<file path="src/rtl/pts_pkg.sv">
// Shared types and codes for the priority task scheduler queue.
`default_nettype none

package pts_pkg;

  localparam int ID_W    = 8;
  localparam int PRIO_W  = 4;
  localparam int BURST_W = 16;
  localparam int TIME_W  = 32;
  localparam int COUNT_W = 16;

  localparam logic KIND_INSERT = 1'b0;
  localparam logic KIND_POP    = 1'b1;

  localparam logic [1:0] ST_OK    = 2'd0;
  localparam logic [1:0] ST_FULL  = 2'd1;
  localparam logic [1:0] ST_EMPTY = 2'd2;

  typedef struct packed {
    logic [ID_W-1:0]    id;
    logic [PRIO_W-1:0]  prio;
    logic [BURST_W-1:0] burst;
  } entry_t;

  // Operation broadcast to every cell of the chain.
  typedef struct packed {
    logic   ins;
    logic   pop;
    entry_t item;
  } cell_ctrl_t;

  typedef struct packed {
    logic [TIME_W-1:0]  elapsed;
    logic [TIME_W-1:0]  turnaround;
    logic [TIME_W-1:0]  wait_sum;
    logic [COUNT_W-1:0] served;
  } stats_t;

endpackage

`default_nettype wire

</file>
<file path="src/rtl/pts_cell.sv">
// One slot of the sorted task chain: holds, shifts or loads a task entry.
`default_nettype none

module pts_cell #(
  parameter int OCC_W = 6,
  parameter int INDEX = 0
) (
  input  wire                     clk,
  input  wire pts_pkg::cell_ctrl_t ctrl,
  input  wire [OCC_W-1:0]         occ,
  input  wire pts_pkg::entry_t    left_entry,
  input  wire                     left_keep,
  input  wire pts_pkg::entry_t    right_entry,
  output pts_pkg::entry_t         entry,
  output logic                    keep
);

  pts_pkg::entry_t entry_next;

  // A live slot stays ahead of the new task when its priority is not lower.
  assign keep = (occ > OCC_W'(INDEX)) && (entry.prio >= ctrl.item.prio);

  always_comb begin
    entry_next = entry;
    priority if (ctrl.ins) begin
      priority if (keep) begin
        entry_next = entry;
      end else if (left_keep) begin
        entry_next = ctrl.item;
      end else begin
        entry_next = left_entry;
      end
    end else if (ctrl.pop) begin
      entry_next = right_entry;
    end else begin
      entry_next = entry;
    end
  end

  always_ff @(posedge clk) begin
    entry <= entry_next;
  end

endmodule

`default_nettype wire

</file>
<file path="src/rtl/pts_stats.sv">
// Elapsed time and saturating service totals of the scheduler.
`default_nettype none

module pts_stats (
  input  wire                           clk,
  input  wire                           rst,
  input  wire                           run,
  input  wire [pts_pkg::BURST_W-1:0]    burst,
  output pts_pkg::stats_t               stats,
  output pts_pkg::stats_t               stats_next
);

  logic [pts_pkg::TIME_W:0] finish_sum;
  logic [pts_pkg::TIME_W:0] turn_sum;
  logic [pts_pkg::TIME_W:0] wait_sum;
  logic [pts_pkg::TIME_W-1:0] finish;

  assign finish_sum = {1'b0, stats.elapsed}
                    + {{(pts_pkg::TIME_W + 1 - pts_pkg::BURST_W){1'b0}}, burst};
  assign finish     = finish_sum[pts_pkg::TIME_W] ? '1 : finish_sum[pts_pkg::TIME_W-1:0];
  assign turn_sum   = {1'b0, stats.turnaround} + {1'b0, finish};
  assign wait_sum   = {1'b0, stats.wait_sum} + {1'b0, stats.elapsed};

  always_comb begin
    stats_next = stats;
    if (run) begin
      stats_next.elapsed    = finish;
      stats_next.turnaround = turn_sum[pts_pkg::TIME_W] ? '1 : turn_sum[pts_pkg::TIME_W-1:0];
      stats_next.wait_sum   = wait_sum[pts_pkg::TIME_W] ? '1 : wait_sum[pts_pkg::TIME_W-1:0];
      if (stats.served != '1) begin
        stats_next.served = stats.served + pts_pkg::COUNT_W'(1);
      end
    end
  end

  always_ff @(posedge clk) begin
    if (rst) begin
      stats <= '0;
    end else begin
      stats <= stats_next;
    end
  end

endmodule

`default_nettype wire

</file>
<file path="src/rtl/priority_task_scheduler_queue.sv">
// Top level of the non-preemptive priority task scheduler queue.
`default_nettype none

// A command accepted at a clock edge has its result on the outputs, marked by
// done, during the next cycle, and a new command may be accepted at every edge
// (busy stays low). The task table is a chain of QUEUE_DEPTH cells kept sorted
// by descending priority, ties in arrival order; an insert shifts the cells
// behind its slot down by one, and a pop shifts the whole chain up by one.
// Results cannot be held off: done is high for exactly one cycle per command and
// the result must be taken then.
// Status 1 marks an insert refused by a full table, status 2 a pop on an empty one.
module priority_task_scheduler_queue #(
  parameter int QUEUE_DEPTH = 32
) (
  input  wire                            clk,
  input  wire                            rst,
  input  wire                            start,
  output logic                           busy,
  input  wire                            kind,
  input  wire [pts_pkg::ID_W-1:0]        task_id,
  input  wire [pts_pkg::PRIO_W-1:0]      priority_req,
  input  wire [pts_pkg::BURST_W-1:0]     burst,
  output logic                           done,
  output logic [1:0]                     status,
  output logic [pts_pkg::ID_W-1:0]       out_task_id,
  output logic [pts_pkg::PRIO_W-1:0]     out_priority,
  output logic [pts_pkg::BURST_W-1:0]    out_burst,
  output logic [pts_pkg::TIME_W-1:0]     start_time,
  output logic [pts_pkg::TIME_W-1:0]     finish_time,
  output logic [pts_pkg::TIME_W-1:0]     sum_turnaround,
  output logic [pts_pkg::TIME_W-1:0]     sum_wait,
  output logic [pts_pkg::COUNT_W-1:0]    served_count
);

  localparam int OCC_W = $clog2(QUEUE_DEPTH + 1);
  localparam logic [OCC_W-1:0] DEPTH_OCC = OCC_W'(QUEUE_DEPTH);

  logic                 accept;
  logic                 full;
  logic                 empty;
  logic [OCC_W-1:0]     occ;
  logic [OCC_W-1:0]     occ_next;
  pts_pkg::cell_ctrl_t  ctrl;
  pts_pkg::stats_t      stats;
  pts_pkg::stats_t      stats_next;
  pts_pkg::entry_t      head;
  pts_pkg::entry_t      cell_entry [QUEUE_DEPTH];
  logic                 cell_keep  [QUEUE_DEPTH];

  assign busy   = 1'b0;
  assign accept = start && !busy;
  assign full   = (occ == DEPTH_OCC);
  assign empty  = (occ == '0);

  assign ctrl.ins        = accept && (kind == pts_pkg::KIND_INSERT) && !full;
  assign ctrl.pop        = accept && (kind == pts_pkg::KIND_POP) && !empty;
  assign ctrl.item.id    = task_id;
  assign ctrl.item.prio  = priority_req;
  assign ctrl.item.burst = burst;

  assign head = cell_entry[0];

  for (genvar i = 0; i < QUEUE_DEPTH; i++) begin : g_cell
    pts_pkg::entry_t left_entry;
    pts_pkg::entry_t right_entry;
    logic            left_keep;

    if (i == 0) begin : g_first
      assign left_entry = ctrl.item;
      assign left_keep  = 1'b1;
    end else begin : g_inner
      assign left_entry = cell_entry[i-1];
      assign left_keep  = cell_keep[i-1];
    end

    if (i == QUEUE_DEPTH - 1) begin : g_last
      assign right_entry = cell_entry[i];
    end else begin : g_body
      assign right_entry = cell_entry[i+1];
    end

    pts_cell #(
      .OCC_W (OCC_W),
      .INDEX (i)
    ) u_cell (
      .clk         (clk),
      .ctrl        (ctrl),
      .occ         (occ),
      .left_entry  (left_entry),
      .left_keep   (left_keep),
      .right_entry (right_entry),
      .entry       (cell_entry[i]),
      .keep        (cell_keep[i])
    );
  end

  pts_stats u_stats (
    .clk        (clk),
    .rst        (rst),
    .run        (ctrl.pop),
    .burst      (head.burst),
    .stats      (stats),
    .stats_next (stats_next)
  );

  always_comb begin
    priority if (ctrl.ins) begin
      occ_next = occ + OCC_W'(1);
    end else if (ctrl.pop) begin
      occ_next = occ - OCC_W'(1);
    end else begin
      occ_next = occ;
    end
  end

  always_ff @(posedge clk) begin
    if (rst) begin
      occ  <= '0;
      done <= 1'b0;
    end else begin
      occ  <= occ_next;
      done <= accept;
    end
  end

  // Result word, loaded at every accepted command.
  always_ff @(posedge clk) begin
    if (accept) begin
      sum_turnaround <= stats_next.turnaround;
      sum_wait       <= stats_next.wait_sum;
      served_count   <= stats_next.served;
      if (ctrl.pop) begin
        status       <= pts_pkg::ST_OK;
        out_task_id  <= head.id;
        out_priority <= head.prio;
        out_burst    <= head.burst;
        start_time   <= stats.elapsed;
        finish_time  <= stats_next.elapsed;
      end else begin
        out_task_id  <= '0;
        out_priority <= '0;
        out_burst    <= '0;
        start_time   <= '0;
        finish_time  <= '0;
        priority if (kind == pts_pkg::KIND_INSERT) begin
          status <= full ? pts_pkg::ST_FULL : pts_pkg::ST_OK;
        end else begin
          status <= pts_pkg::ST_EMPTY;
        end
      end
    end
  end

  a_occ_bound: assert property (@(posedge clk) disable iff (rst)
    occ <= DEPTH_OCC)
    else $error("occupancy beyond table depth");

  a_done_follows: assert property (@(posedge clk) disable iff (rst)
    accept |=> done)
    else $error("accepted command gave no result");

  a_full_status: assert property (@(posedge clk) disable iff (rst)
    (done && status == pts_pkg::ST_FULL) |-> (occ == DEPTH_OCC))
    else $error("full status with room in the table");

  a_empty_status: assert property (@(posedge clk) disable iff (rst)
    (done && status == pts_pkg::ST_EMPTY) |-> (occ == '0))
    else $error("empty status with tasks in the table");

endmodule

`default_nettype wire

</file>
<file path="config.mk">
export PLATFORM = sky130hd
export DESIGN_NAME = priority_task_scheduler_queue
export DESIGN_NICKNAME = d
export VERILOG_FILES = /design/src/rtl/pts_pkg.sv /design/src/rtl/pts_cell.sv /design/src/rtl/pts_stats.sv /design/src/rtl/priority_task_scheduler_queue.sv
export SDC_FILE = /design/constraint.sdc
export NUM_CORES = 2
export LEC_CHECK = 0
export BUFFER_PORTS_ARGS = -buffer_cell sky130_fd_sc_hd__buf_2
export CAP_MARGIN = 20
export CELL_PAD_IN_SITES_DETAIL_PLACEMENT = 1
export CELL_PAD_IN_SITES_GLOBAL_PLACEMENT = 1
export CORE_ASPECT_RATIO = 1.75
export CORE_MARGIN = 8
export CORE_UTILIZATION = 43
export CTS_BUF_LIST = sky130_fd_sc_hd__clkbuf_8
export DETAILED_ROUTE_END_ITERATION = 8
export GPL_TIMING_DRIVEN = 1
export PLACE_DENSITY = 0.72
export SLEW_MARGIN = 5
export SYNTH_ARGS = -nofsm -noshare
export SYNTH_HDL_FRONTEND = slang
export SYNTH_HIERARCHICAL = 1
export SYNTH_SLANG_ARGS = --single-unit
</file>
<file path="constraint.sdc">
create_clock -name clk -period 12.45 [get_ports clk]
set_clock_uncertainty 0.05 [all_clocks]
set_input_delay 3.1125 -clock clk [delete_from_list [all_inputs] [get_ports clk]]
set_output_delay 3.1125 -clock clk [all_outputs]
set_load 0.01 [all_outputs]
</file>
* Yosys cells after proc, flatten, opt, wreduce, memory -nomap -nowiden
Cells that the tools add are included.
Word-level totals: flip-flop bits (word level) 1189, bits of input ports 32, output and inout bits 176, word-level logic and storage cells 423
Operators by class: add/sub/neg operators 6, order comparisons 64, equality and inequality tests 33, muxes and demuxes 133, bitwise operators 2, reduce and logical (&&, ||, !) cells 73
Operator list (count):
- 2-to-1 mux 28 bit | 124
- greater-or-equal comparator 4 bit | 32
- 2-to-1 mux 112 bit | 1
- > comparator 6 x 5 -> 1 bit (second input constant) | 16
- 2-to-1 mux 32 bit | 3
- adder 32 x 32 -> 33 bit | 2
- AND reduction 2 bit | 32
- != test 2 bit (second input constant) | 31
- > comparator 6 x 4 -> 1 bit (second input constant) | 8
- logical AND 1 bit | 36
- adder 32 x 16 -> 33 bit | 1
- > comparator 6 x 3 -> 1 bit (second input constant) | 4
- adder 16 x 1 -> 16 bit (second input constant) | 1
- 2-to-1 mux 16 bit | 1
- != test 16 bit (second input constant) | 1
- > comparator 6 x 1 -> 1 bit (second input constant) | 2
- > comparator 6 x 2 -> 1 bit (second input constant) | 2
- 2-to-1 mux 6 bit | 2
- adder 6 x 1 -> 6 bit (second input constant) | 1
- equality test 6 bit (second input constant) | 1
- logical NOT 6 bit | 1
- subtractor 6 x 1 -> 6 bit (second input constant) | 1
- logical NOT 1 bit | 2
- 2-to-1 mux 2 bit | 1
- other kinds (4) | 5

* Depth between registers and ports, before layout
word-level depth 5, gate-level depth with buffers 23, depth with buffers taken out 21

* Cells and area by module
The synthesis kept the hierarchy.
By module, submodules not included:
- pts_stats | times used 1, cells each 1193, area each 9500.4 µm², seq. area each 2242.2 µm²
- priority_task_scheduler_queue | times used 1, cells each 337, area each 6436.2 µm², seq. area each 5365.1 µm²
- pts_cell (g_cell[0].u_cell ...) | times used 4, cells each 139, area each 1565.3 µm², seq. area each 840.8 µm²
- pts_cell (g_cell[19].u_cell ...) | times used 3, cells each 139, area each 1564.0 µm², seq. area each 840.8 µm²
- pts_cell (g_cell[16].u_cell ...) | times used 2, cells each 139, area each 1574.0 µm², seq. area each 840.8 µm²
- pts_cell (g_cell[12].u_cell ...) | times used 2, cells each 139, area each 1566.5 µm², seq. area each 840.8 µm²
- pts_cell (g_cell[13].u_cell ...) | times used 2, cells each 138, area each 1566.5 µm², seq. area each 840.8 µm²
- pts_cell (g_cell[28].u_cell ...) | times used 2, cells each 138, area each 1552.7 µm², seq. area each 840.8 µm²
- pts_cell (g_cell[22].u_cell) | times used 1, cells each 141, area each 1582.8 µm², seq. area each 840.8 µm²
- pts_cell (g_cell[10].u_cell) | times used 1, cells each 139, area each 1580.3 µm², seq. area each 840.8 µm²
- pts_cell (g_cell[20].u_cell) | times used 1, cells each 142, area each 1580.3 µm², seq. area each 840.8 µm²
- pts_cell (g_cell[6].u_cell) | times used 1, cells each 139, area each 1576.5 µm², seq. area each 840.8 µm²
- pts_cell (g_cell[21].u_cell) | times used 1, cells each 140, area each 1569.0 µm², seq. area each 840.8 µm²
- pts_cell (g_cell[25].u_cell) | times used 1, cells each 138, area each 1569.0 µm², seq. area each 840.8 µm²
- +11 rows

* Least setup slack after synthesis
Ideal clock, no wire load.
path type input -> register, start point input start, end point register g_cell[20].u_cell/entry[0] (netlist bit), enable pin, setup time 0.456 ns, arrival 7.482 ns, required time 11.944 ns, setup slack 4.462 ns, cell stages on the path 5, buffers on the path 0, cell sequence nor2b_1 -> o21ai_2 -> inv_1 -> inv_1 -> o31ai_1
RTL lines:
- start: declaration | RTL line priority_task_scheduler_queue.sv:17 | input wire start,
- end signal: assignment | RTL line pts_cell.sv:41 | entry <= entry_next;
- end: declaration | RTL line pts_cell.sv:14 | output pts_pkg::entry_t entry,

==> impl_metrics.toml <==
[sta]
worst_slack_ns = 6.003
drv_slew = 0
max_freq_ghz = 0.1551
rsz0062_at_grt = "no"
finalSetupViolCount = 0
finalCriticalPeriod_ns = 6.447
fin_setup_tns_ns = 0
min_period_over_period = 0.5178
final-hold-violation-count = 0
slew_headroom = 0.1212
tightest_slew_ns = 1.318

[critical_path]
crit_type = "register to register"
slowest_delay_ns = 0.74
critPathSlowestCell = "a2111oi_1"
end_kind = "register"
cp.arrival_ns = 7.08
required_ns = 13.08
crit_chain = "ha_1, fa_1, a21o_1, a21oi_2, o211ai_1, a221o_1, a211o_1, nand3_2, nand2_1, ha_1, o21ai_0, o21bai_1, a2111oi_1, o21ai_0, a21oi_1, o21ai_1, xor2_1, o22a_1"
rrSetupSlack_ns = 6.00
worstPathMaxFanout = 24
path_delay_family = "compound AO/OA/AOI/OAI gates"
crit_buf_inv = 0
start_kind = "register"

[route]
drt-total-wl_um = 165600
wl_per_cell_um = 20.12
dr_total_vias = 44930
viasPerCell = 5.457
drc = 0
drt_iter0_drc = 2113
ant_nets = 0
dr.pass1.iters = 5

[floorplanning]
die_w_um = 312.2
rows = 190
coreArea_um2 = 152900
start_util = 0.4319
io_pins = 208
die_area_um2 = 166800
die_h_um = 534.4

[outcome]
status = "completed"

[pwr]
power_mw = 15.82
powerDensity_nw_per_um2 = 221.5
p_leak_nw = 26.32
irDropWorstVdd_v = 0.0001333

[yosys]
syn_nets = 6210
syn_area_um2 = 66020
yosysWarnings = 6
syn_avg_cell_area_um2 = 11.08
synthCells = 5961

[place]
portBuffers = 206
place_congestion = 0.8711
detailed_place_hpwl_um = 118900
dp_slack_ns = 5.502
placed_cells = 7893

[layout]
layout.cells.non_filler = 8233
finalNetCount = 6317
drive_gt1_frac = 0.1067
final_util = 0.4674
syn2layout_area_growth_pct = 8.208

[global_route]
grt.total_usage = 0.1922
grt_max_degree = 280
antenna_found_initial = 4
grt_pass1_vias = 48370
grt_remaining_overflow = 0
grt_pass1_wl_um = 264100

[clock_tree]
postCtsHoldBufs = 0
cts_resized = 0
cts.sink_count = 1189
clk_path_buf_depth = 3
post_cts_buffers = 0
cts-root-buf = "clkbuf_8"
clk_latency_ns = 0.93
cts_max_level = 4
numCtsBuffers = 185
cts_tree = "done"
cts.clk_slew.worst_paths_ns = 0.07

[min_path]
hold_class = "register to register"

[job]
cap_viol_max_count = 0
## flip-flops by register name, indices dropped and copies added, names as in the netlist
signal	cells
done	1
finish_time	32
g_cell.u_cell/entry	896
occ	6
out_burst	16
out_priority	4
out_task_id	8
served_count	16
start_time	32
status	2
sum_turnaround	32
sum_wait	32
u_stats/stats	112
## final cells by class
cell class	instances	area, um^2
fillers	16710	81420
flip-flops and latches	1189	34510
multi-input cells	4222	28370
clock buffers	188	2587
well taps	2016	2522
repair buffers	292	1822
clock inverters	145	938.4
inverters	178	675.6
diodes	3	7.507
## report_power, final
part,switching [mW],internal [mW],leakage (nW)
logic,3.48,2.17,13.1
registers,0.751,6.17,11.2
clock network,1.63,1.62,1.99
total,5.86,9.96,26.3
## metal layers
layer  GRT usage  wire, um
met5           0         0
met4     0.08377      6922
met3     0.02962      4940
met2      0.3726     89550
met1      0.2022     64220
## tightest hold or removal path: cells and delay by family (launching register included)
family	cells	cell delay, ns
simple gates	1	0.13
compound gates	1	0.06
flops	1	0.32
## metrics by stage
step / area (um^2) / hold slack, ns
global placement: 67750 / 0.4752
CTS: 71330 / 0.5059
detailed placement: 67800 / 0.4958
finish: 71440 / 0.5112
global route: 71440 / 0.5287
floorplan: 66020 / 0.4584
## worst paths after layout
path,start,to,cells past startpoint
setup reg to reg,g_cell[0].u_cell/entry[0],sum_turnaround[29],18
hold reg to reg,u_stats/stats[45],u_stats/stats[45],2
hold / removal,u_stats/stats[45],u_stats/stats[45],2
setup / recovery,g_cell[0].u_cell/entry[0],sum_turnaround[29],18
## layout by cell type (no fill, tap or decap), types with 33 or more instances in the layout
cell / count
clkinv_1: 39
clkbuf_8: 188
buf_4: 76
edfxtp_1: 1070
nor2_1: 1048
a21o_1: 60
dfxtp_1: 118
xor2_1: 38
inv_1: 236
a21oi_1: 1052
nand2_1: 92
xnor2_1: 50
buf_2: 205
o21ai_0: 65
a211oi_1: 33
and2_1: 175
ha_1: 213
mux2i_1: 901
Note: power is estimated with default switching activity, not from simulation.
